===== src/rtl/core/pdc_pkg.sv =====
`default_nettype none
package pdc_pkg;

	typedef struct packed {
		logic signed [15:0] error_in;
		logic        [15:0] time_step;
	} in_t;

	typedef struct packed {
		logic signed [15:0] drive;
		logic               in_deadband;
		logic               limited;
	} out_t;

	typedef logic [2:0] cfg_index_t;

	localparam cfg_index_t REG_KP       = 3'd0;
	localparam cfg_index_t REG_KI       = 3'd1;
	localparam cfg_index_t REG_KD       = 3'd2;
	localparam cfg_index_t REG_OUT_LIM  = 3'd3;
	localparam cfg_index_t REG_DEADBAND = 3'd4;

	// derivative divider: |kd*diff| * 2^16 over a 16-bit time step
	localparam int DIV_WIDTH     = 48;
	localparam int DIV_BITS      = 3;
	localparam int DIV_STEPS     = DIV_WIDTH / DIV_BITS;
	localparam int DIV_CNT_WIDTH = $clog2(DIV_STEPS);

	typedef struct packed {
		logic load;
		logic mul1;
		logic mul2;
		logic acc;
		logic sum;
		logic out_load;
	} cmd_t;

	typedef struct packed {
		logic div_done;
	} stat_t;

endpackage
`default_nettype wire


===== src/rtl/core/pid_deadband_clamp.sv =====
`default_nettype none
// PID controller with deadband and symmetric output clamp. One item in, one
// result out; items are worked one at a time, and a new item is taken only once
// the previous one has gone through two multiply stages, the integral update,
// the derivative divider (3 quotient bits per cycle over a 48-bit dividend),
// a sum stage and the clamp stage that loads the output
// register. The next item may be accepted while a result still waits in the
// output register. Configuration writes are taken in any cycle (cfg_ready is
// always high) and should be made only while the block is idle.
module pid_deadband_clamp (
	input  wire logic                clk,
	input  wire logic                arst_n,
	input  wire logic                in_valid,
	output logic                     in_ready,
	input  wire pdc_pkg::in_t        in_data,
	output logic                     out_valid,
	input  wire logic                out_ready,
	output pdc_pkg::out_t            out_data,
	input  wire logic                cfg_valid,
	output logic                     cfg_ready,
	input  wire pdc_pkg::cfg_index_t cfg_index,
	input  wire logic [15:0]         cfg_data
);

	pdc_pkg::cmd_t  cmd;
	pdc_pkg::stat_t stat;

	pdc_ctrl u_ctrl (
		.clk       (clk),
		.arst_n    (arst_n),
		.in_valid  (in_valid),
		.in_ready  (in_ready),
		.out_valid (out_valid),
		.out_ready (out_ready),
		.cmd       (cmd),
		.stat      (stat)
	);

	pdc_dp u_dp (
		.clk       (clk),
		.arst_n    (arst_n),
		.cmd       (cmd),
		.stat      (stat),
		.in_data   (in_data),
		.out_data  (out_data),
		.cfg_valid (cfg_valid),
		.cfg_ready (cfg_ready),
		.cfg_index (cfg_index),
		.cfg_data  (cfg_data)
	);

endmodule
`default_nettype wire


===== src/rtl/core/pdc_div.sv =====
`default_nettype none
module pdc_div (
	input  wire logic                           clk,
	input  wire logic                           arst_n,
	input  wire logic                           start,
	input  wire logic [pdc_pkg::DIV_WIDTH-1:0]  dividend,
	input  wire logic [15:0]                    divisor,
	output logic                                done,
	output logic [pdc_pkg::DIV_WIDTH-1:0]       quotient
);

	localparam logic [pdc_pkg::DIV_CNT_WIDTH-1:0] LAST_CNT =
		pdc_pkg::DIV_CNT_WIDTH'(pdc_pkg::DIV_STEPS - 1);

	logic                               busy_q;
	logic [pdc_pkg::DIV_CNT_WIDTH-1:0]  cnt_q;
	logic [15:0]                        rem_q;
	logic [pdc_pkg::DIV_WIDTH-1:0]      quo_q;
	logic [15:0]                        rem_nx;
	logic [pdc_pkg::DIV_WIDTH-1:0]      quo_nx;

	// restoring division, a few quotient bits per cycle
	always_comb begin
		logic [16:0] r;
		rem_nx = rem_q;
		quo_nx = quo_q;
		for (int i = 0; i < pdc_pkg::DIV_BITS; i++) begin
			r = {rem_nx, quo_nx[pdc_pkg::DIV_WIDTH-1]};
			quo_nx = {quo_nx[pdc_pkg::DIV_WIDTH-2:0], 1'b0};
			if (r >= {1'b0, divisor}) begin
				r = r - {1'b0, divisor};
				quo_nx[0] = 1'b1;
			end
			rem_nx = r[15:0];
		end
	end

	always_ff @(posedge clk or negedge arst_n) begin
		if (!arst_n) begin
			busy_q <= 1'b0;
			cnt_q  <= '0;
		end else if (start) begin
			busy_q <= 1'b1;
			cnt_q  <= '0;
		end else if (busy_q) begin
			cnt_q <= cnt_q + 1'b1;
			if (cnt_q == LAST_CNT) begin
				busy_q <= 1'b0;
			end
		end
	end

	always_ff @(posedge clk) begin
		if (start) begin
			rem_q <= '0;
			quo_q <= dividend;
		end else if (busy_q) begin
			rem_q <= rem_nx;
			quo_q <= quo_nx;
		end
	end

	assign done     = busy_q && (cnt_q == LAST_CNT);
	assign quotient = quo_q;

endmodule
`default_nettype wire


===== src/rtl/core/pdc_dp.sv =====
`default_nettype none
module pdc_dp (
	input  wire logic                clk,
	input  wire logic                arst_n,
	input  wire pdc_pkg::cmd_t       cmd,
	output pdc_pkg::stat_t           stat,
	input  wire pdc_pkg::in_t        in_data,
	output pdc_pkg::out_t            out_data,
	input  wire logic                cfg_valid,
	output logic                     cfg_ready,
	input  wire pdc_pkg::cfg_index_t cfg_index,
	input  wire logic [15:0]         cfg_data
);

	logic signed [15:0] kp_q, ki_q, kd_q;
	logic [14:0]        out_lim_q, deadband_q;

	logic signed [31:0] integral_q;
	logic signed [15:0] last_error_q;

	logic signed [15:0] e_q;
	logic [15:0]        dt_q;
	logic signed [16:0] diff_q;
	logic signed [31:0] p_q;
	logic signed [31:0] kie_q;
	logic signed [32:0] kdd_q;
	logic signed [47:0] prod_q;
	logic               neg_q;
	logic signed [50:0] sum_q;
	pdc_pkg::out_t      out_q;

	logic signed [32:0] isum_w;
	logic signed [32:0] kdd_mag;
	logic [pdc_pkg::DIV_WIDTH-1:0] div_dividend;
	logic [pdc_pkg::DIV_WIDTH-1:0] quo;
	logic signed [48:0] d_w;
	logic signed [42:0] q_w;
	logic signed [42:0] lim_pos, lim_neg;
	logic [16:0]        mag_w;
	logic               div_done;

	assign cfg_ready = 1'b1;

	always_ff @(posedge clk or negedge arst_n) begin
		if (!arst_n) begin
			kp_q       <= '0;
			ki_q       <= '0;
			kd_q       <= '0;
			out_lim_q  <= '1;
			deadband_q <= '0;
		end else if (cfg_valid) begin
			case (cfg_index)
				pdc_pkg::REG_KP:       kp_q       <= cfg_data;
				pdc_pkg::REG_KI:       ki_q       <= cfg_data;
				pdc_pkg::REG_KD:       kd_q       <= cfg_data;
				pdc_pkg::REG_OUT_LIM:  out_lim_q  <= cfg_data[14:0];
				pdc_pkg::REG_DEADBAND: deadband_q <= cfg_data[14:0];
				default: ;
			endcase
		end
	end

	assign isum_w = $signed({integral_q[31], integral_q}) + $signed({prod_q[47], prod_q[47:16]});

	always_ff @(posedge clk or negedge arst_n) begin
		if (!arst_n) begin
			integral_q   <= '0;
			last_error_q <= '0;
		end else begin
			if (cmd.load) begin
				last_error_q <= in_data.error_in;
			end
			if (cmd.acc) begin
				if (isum_w[32] != isum_w[31]) begin
					integral_q <= isum_w[32] ? 32'sh8000_0000 : 32'sh7fff_ffff;
				end else begin
					integral_q <= isum_w[31:0];
				end
			end
		end
	end

	assign kdd_mag      = kdd_q[32] ? -kdd_q : kdd_q;
	assign div_dividend = {kdd_mag[31:0], 16'h0000};

	pdc_div u_div (
		.clk      (clk),
		.arst_n   (arst_n),
		.start    (cmd.acc),
		.dividend (div_dividend),
		.divisor  (dt_q),
		.done     (div_done),
		.quotient (quo)
	);

	assign stat.div_done = div_done;

	// zero time step gives no derivative term
	always_comb begin
		if (dt_q == '0) begin
			d_w = '0;
		end else if (neg_q) begin
			d_w = -$signed({1'b0, quo});
		end else begin
			d_w = $signed({1'b0, quo});
		end
	end

	assign q_w     = sum_q[50:8];
	assign lim_pos = $signed({28'd0, out_lim_q});
	assign lim_neg = -lim_pos;
	assign mag_w   = e_q[15] ? (17'd0 - {e_q[15], e_q}) : {1'b0, e_q};

	always_ff @(posedge clk) begin
		if (cmd.load) begin
			e_q    <= in_data.error_in;
			dt_q   <= in_data.time_step;
			diff_q <= $signed({in_data.error_in[15], in_data.error_in})
				- $signed({last_error_q[15], last_error_q});
		end
		if (cmd.mul1) begin
			p_q   <= kp_q * e_q;
			kie_q <= ki_q * e_q;
			kdd_q <= kd_q * diff_q;
		end
		if (cmd.mul2) begin
			prod_q <= kie_q * $signed({1'b0, dt_q});
		end
		if (cmd.acc) begin
			neg_q <= kdd_q[32];
		end
		if (cmd.sum) begin
			sum_q <= 51'(p_q) + 51'(integral_q) + 51'(d_w);
		end
		if (cmd.out_load) begin
			if (mag_w <= {2'b00, deadband_q}) begin
				out_q.drive       <= '0;
				out_q.in_deadband <= 1'b1;
				out_q.limited     <= 1'b0;
			end else if (q_w > lim_pos) begin
				out_q.drive       <= {1'b0, out_lim_q};
				out_q.in_deadband <= 1'b0;
				out_q.limited     <= 1'b1;
			end else if (q_w < lim_neg) begin
				out_q.drive       <= lim_neg[15:0];
				out_q.in_deadband <= 1'b0;
				out_q.limited     <= 1'b1;
			end else begin
				out_q.drive       <= q_w[15:0];
				out_q.in_deadband <= 1'b0;
				out_q.limited     <= 1'b0;
			end
		end
	end

	assign out_data = out_q;

endmodule
`default_nettype wire


===== src/rtl/core/pdc_ctrl.sv =====
`default_nettype none
module pdc_ctrl (
	input  wire logic           clk,
	input  wire logic           arst_n,
	input  wire logic           in_valid,
	output logic                in_ready,
	output logic                out_valid,
	input  wire logic           out_ready,
	output pdc_pkg::cmd_t       cmd,
	input  wire pdc_pkg::stat_t stat
);

	typedef enum logic [2:0] {
		S_IDLE,
		S_MUL1,
		S_MUL2,
		S_ACC,
		S_DIV,
		S_SUM,
		S_OUT
	} state_t;

	state_t state_q;
	logic   out_valid_q;

	assign in_ready = (state_q == S_IDLE);

	always_comb begin
		cmd          = '0;
		cmd.load     = (state_q == S_IDLE) && in_valid;
		cmd.mul1     = (state_q == S_MUL1);
		cmd.mul2     = (state_q == S_MUL2);
		cmd.acc      = (state_q == S_ACC);
		cmd.sum      = (state_q == S_SUM);
		cmd.out_load = (state_q == S_OUT) && (!out_valid_q || out_ready);
	end

	always_ff @(posedge clk or negedge arst_n) begin
		if (!arst_n) begin
			state_q     <= S_IDLE;
			out_valid_q <= 1'b0;
		end else begin
			// a new result replaces the one leaving in the same cycle
			if (out_valid_q && out_ready && !cmd.out_load) begin
				out_valid_q <= 1'b0;
			end
			case (state_q)
				S_IDLE: begin
					if (in_valid) begin
						state_q <= S_MUL1;
					end
				end
				S_MUL1: state_q <= S_MUL2;
				S_MUL2: state_q <= S_ACC;
				S_ACC:  state_q <= S_DIV;
				S_DIV: begin
					if (stat.div_done) begin
						state_q <= S_SUM;
					end
				end
				S_SUM:  state_q <= S_OUT;
				S_OUT: begin
					// wait until the previous item has left the output register
					if (!out_valid_q || out_ready) begin
						out_valid_q <= 1'b1;
						state_q     <= S_IDLE;
					end
				end
				default: state_q <= S_IDLE;
			endcase
		end
	end

	assign out_valid = out_valid_q;

	a_div_done_in_div: assert property (@(posedge clk) disable iff (!arst_n)
		stat.div_done |-> (state_q == S_DIV))
		else $error("divider finished outside the divide state");

	a_div_to_sum: assert property (@(posedge clk) disable iff (!arst_n)
		(state_q == S_DIV) && stat.div_done |=> (state_q == S_SUM))
		else $error("divide state did not advance on divider done");

	a_load_sets_valid: assert property (@(posedge clk) disable iff (!arst_n)
		cmd.out_load |=> out_valid_q && (state_q == S_IDLE))
		else $error("result load did not raise out_valid");

	a_mul1_after_accept: assert property (@(posedge clk) disable iff (!arst_n)
		(state_q == S_MUL1) |-> $past(in_valid && in_ready))
		else $error("multiply stage entered without an accepted item");

endmodule
`default_nettype wire


===== config.mk =====
export PLATFORM = sky130hd
export DESIGN_NAME = pid_deadband_clamp
export DESIGN_NICKNAME = d
export VERILOG_FILES = /design/src/rtl/core/pdc_pkg.sv /design/src/rtl/core/pid_deadband_clamp.sv /design/src/rtl/core/pdc_div.sv /design/src/rtl/core/pdc_dp.sv /design/src/rtl/core/pdc_ctrl.sv
export SDC_FILE = /design/constraint.sdc
export NUM_CORES = 2
export LEC_CHECK = 0
export BUFFER_PORTS_ARGS = -buffer_cell sky130_fd_sc_hd__buf_2
export CAP_MARGIN = 5
export CORE_UTILIZATION = 59
export CTS_BUF_LIST = sky130_fd_sc_hd__clkbuf_8 sky130_fd_sc_hd__clkbuf_16
export DETAILED_ROUTE_END_ITERATION = 12
export PLACE_DENSITY = 0.75
export SYNTH_ARGS = -nofsm -noshare
export SYNTH_HDL_FRONTEND = slang
export SYNTH_SLANG_ARGS = --single-unit

===== constraint.sdc =====
create_clock -name clk -period 23.6 [get_ports clk]
set_input_delay 2.36 -clock clk [delete_from_list [all_inputs] [get_ports clk]]
set_output_delay 2.36 -clock clk [all_outputs]
set_load 0.02 [all_outputs]

==> results.cfg <==
[run_status]
outcome = finished with violations
violations = DRC

[finish]
final-seq-area_um2 = 12180
synthToLayoutAreaGrowth_pct = 5.049
drive_above_1_share_pct = 4.725
multi_input_area_um2 = 54810
nets = 9609
stdcell_area_um2 = 77420
n_fill_cell = 10150

[die]
dieArea_um2 = 126300
die_h_um = 355.4
core-area_um2 = 123800
die_x_um = 355.4
io_pins = 77
initial_core_util_pct = 59.53
rows = 129

[logic_synthesis]
ys_ff_latch = 438
synth_top_area_share_pct = 36.26
yosysTopAreaCell = fa_1
yosys-top-cells-area = fa_1 36%, edfxtp_1 11%, ha_1 9.9%
synth_edf_count = 271
netlist_area_um2 = 73700
ys_types = 87
synth.most_common_cell = inv_1
synthFlopType = edfxtp_1
postSynthCellCount = 7739
yosysSeqAreaShare_pct = 16.52
yosysWarnings = 0
yosys-top-cells-count = 1,495 x inv_1, 1,335 x fa_1, 954 x nand2_1
synth_area_per_cell_um2 = 9.523
async_flop_share_pct = 30.82
postSynthNetCount = 9712

[timing]
min_period_ns = 8.845
finalCritPeriodShare_pct = 37.48
finalSetupViolCount = 0
tightest_slew_ns = 1.172
skew_ns = 0.06349
grt_setup_unrepaired = no
relSlewSlack_pct = 21.65
finalMaxSlewViolations = 0
final-hold-violation-count = 0
fmax_ghz = 0.1131
final.setup.tns_ns = 0

[critical_path]
startpoint_type = flop
cp.required_ns = 24.22
worst-setup-path-type = flop to flop
critPathMaxStageDelay_ns = 0.49
cp.arrival_ns = 9.46
end_kind = flop
crit_slowest_cell = nor2_2
cp_common_cell = buf_4
path_max_fanout = 34

[grt]
grt_max_degree = 83
overflow = 0
grt_antenna_before_repair = 9
grt_pass1_vias = 56260
grt_first_pass_wirelength_um = 299700
track_usage_pct = 30.20

[cts]
htreeDepth = 2
cts.clk_slew.worst_paths_ns = 0.07
numCtsBuffers = 55
cts_setup_buffers = 0
cts_sinks = 438
cts_resized = 0
insertion_delay_ns = 0.68
holdBufCountCts = 0
root_buffer = clkbuf_16
cts_buffer_depth = 3
cts_tree = done

[drt]
dr_wl_met3_um = 13900
viasPerCell = 5.763
ant_nets = 0
drtIter0Drc = 4005
drt_wl_total_um = 184100
drc = 8
vias = 53720
top_layer = met5
wl_met1_um = 74160
met2_length_um = 89090
dr.pass1.iters = 10
post_drt_wl_per_cell_um = 19.75

[place]
port_buffers = 75
gp_congestion = 0.9470
dpl_cell_area_um2 = 75520
place_hpwl_um = 144700

[worst_hold_path]
min-delay-path-class = flop to flop

[flow_run]
max_cap_violations = 0
-- stage by stage --
step / hold WS (ns) / util, % / instances / setup slack [ns]
2_1_floorplan: 0.4705 / - / 7739 / 15.73
3_3_place_gp: 0.5030 / 61.00 / 9216 / 14.95
3_5_place_dp: 0.5079 / 61.00 / 9216 / 14.87
4_1_cts: 0.5220 / 62.54 / 9320 / 14.84
5_1_grt: 0.5338 / 62.54 / 9320 / 14.19
6_report: 0.5221 / 62.54 / 9321 / 14.76
-- path summary, 6_finish.rpt --
check,slack (ns),endpoint,cells after the start,start
worst max-delay path,14.76,u_dp.u_div.rem_q[0],33,u_dp.dt_q[1]
worst min-delay path,0.52,u_dp.last_error_q[0],1,u_dp.last_error_q[0]
min in group asynchronous,1.79,u_ctrl.out_valid,1,arst_n
worst min register to register,0.52,u_dp.last_error_q[0],1,u_dp.last_error_q[0]
worst max register to register,14.76,u_dp.u_div.rem_q[0],33,u_dp.dt_q[1]
max in group asynchronous,20.38,u_dp.deadband_q[8],2,arst_n
-- cells by family after synthesis --
| group | Yosys count | synth area share, % |
|---|---|---|
| buffers and inverters | 1796 | 9.201 |
| and+or+nand+nor | 2161 | 14.16 |
| xor gates and xnor gates | 357 | 4.242 |
| DFF | 438 | 16.52 |
| AOI/OAI and AO/OA | 955 | 8.062 |
| adders and majority gates | 1918 | 46.16 |
| other | 1 | 0.005088 |
| muxes | 113 | 1.657 |
-- flip-flops by register name (all words and copies together), names as in the netlist, 17 cells and up --
name and count:
u_dp.u_div.quotient 48, u_dp.sum_q 42, u_dp.kdd_q 33, u_dp.integral_q 32
u_dp.kie_q 32, u_dp.p_q 32, u_dp.prod_q 32, u_dp.out_data 18
u_dp.diff_q 17
-- placed cells by master, fill, tap and decap left out, types with 72 or more instances in the layout --
| cell | synthesis | final |
|---|---|---|
| inv_1 | 1495 | 1502 |
| fa_1 | 1335 | 1335 |
| nand2_1 | 954 | 954 |
| ha_1 | 582 | 582 |
| and2_1 | 519 | 518 |
| o21ai_0 | 300 | 300 |
| edfxtp_1 | 271 | 271 |
| a21oi_1 | 245 | 243 |
| nor2_1 | 242 | 239 |
| xnor2_1 | 225 | 224 |
| xor2_1 | 132 | 132 |
| a21o_1 | 122 | 122 |
| dfrtp_1 | 120 | 119 |
| nand3_1 | 88 | 87 |
| nor3_1 | 85 | 84 |
| nand2b_1 | 82 | 82 |
| buf_2 | 1 | 74 |
| mux2_2 | 72 | 72 |
-- layer usage --
layer | vias to the layer above | GRT usage (%)
met1 | 27540 | 40.27
li1 | 24010 | -
met2 | 1783 | 50.04
met4 | 6 | 10.71
met5 | - | 0
met3 | 373 | 4.887
-- area by class of cell --
cell class                 instances  share of cell area, %
antenna                            1               0.003232
sequential                       438                  15.73
timing repair buffer             140                  1.123
multi-input combinational       5505                  70.79
inverter                        1496                  7.253
clock buffer                      59                  1.849
clock inverter                    45                 0.6076
tap                             1637                  2.646
-- critical path, delay by kind of cell (launching register included) --
kind	cells	cell delay, ns
flops	1	0.33
compound gates	15	3.65
mux	2	0.64
fa+ha+maj	3	0.99
buf+inv	6	1.74
simple gates	7	1.44
Power is left out: the tool's default activity adds up to more than one toggle a clock period on the data nets, which glitch-free logic cannot reach.
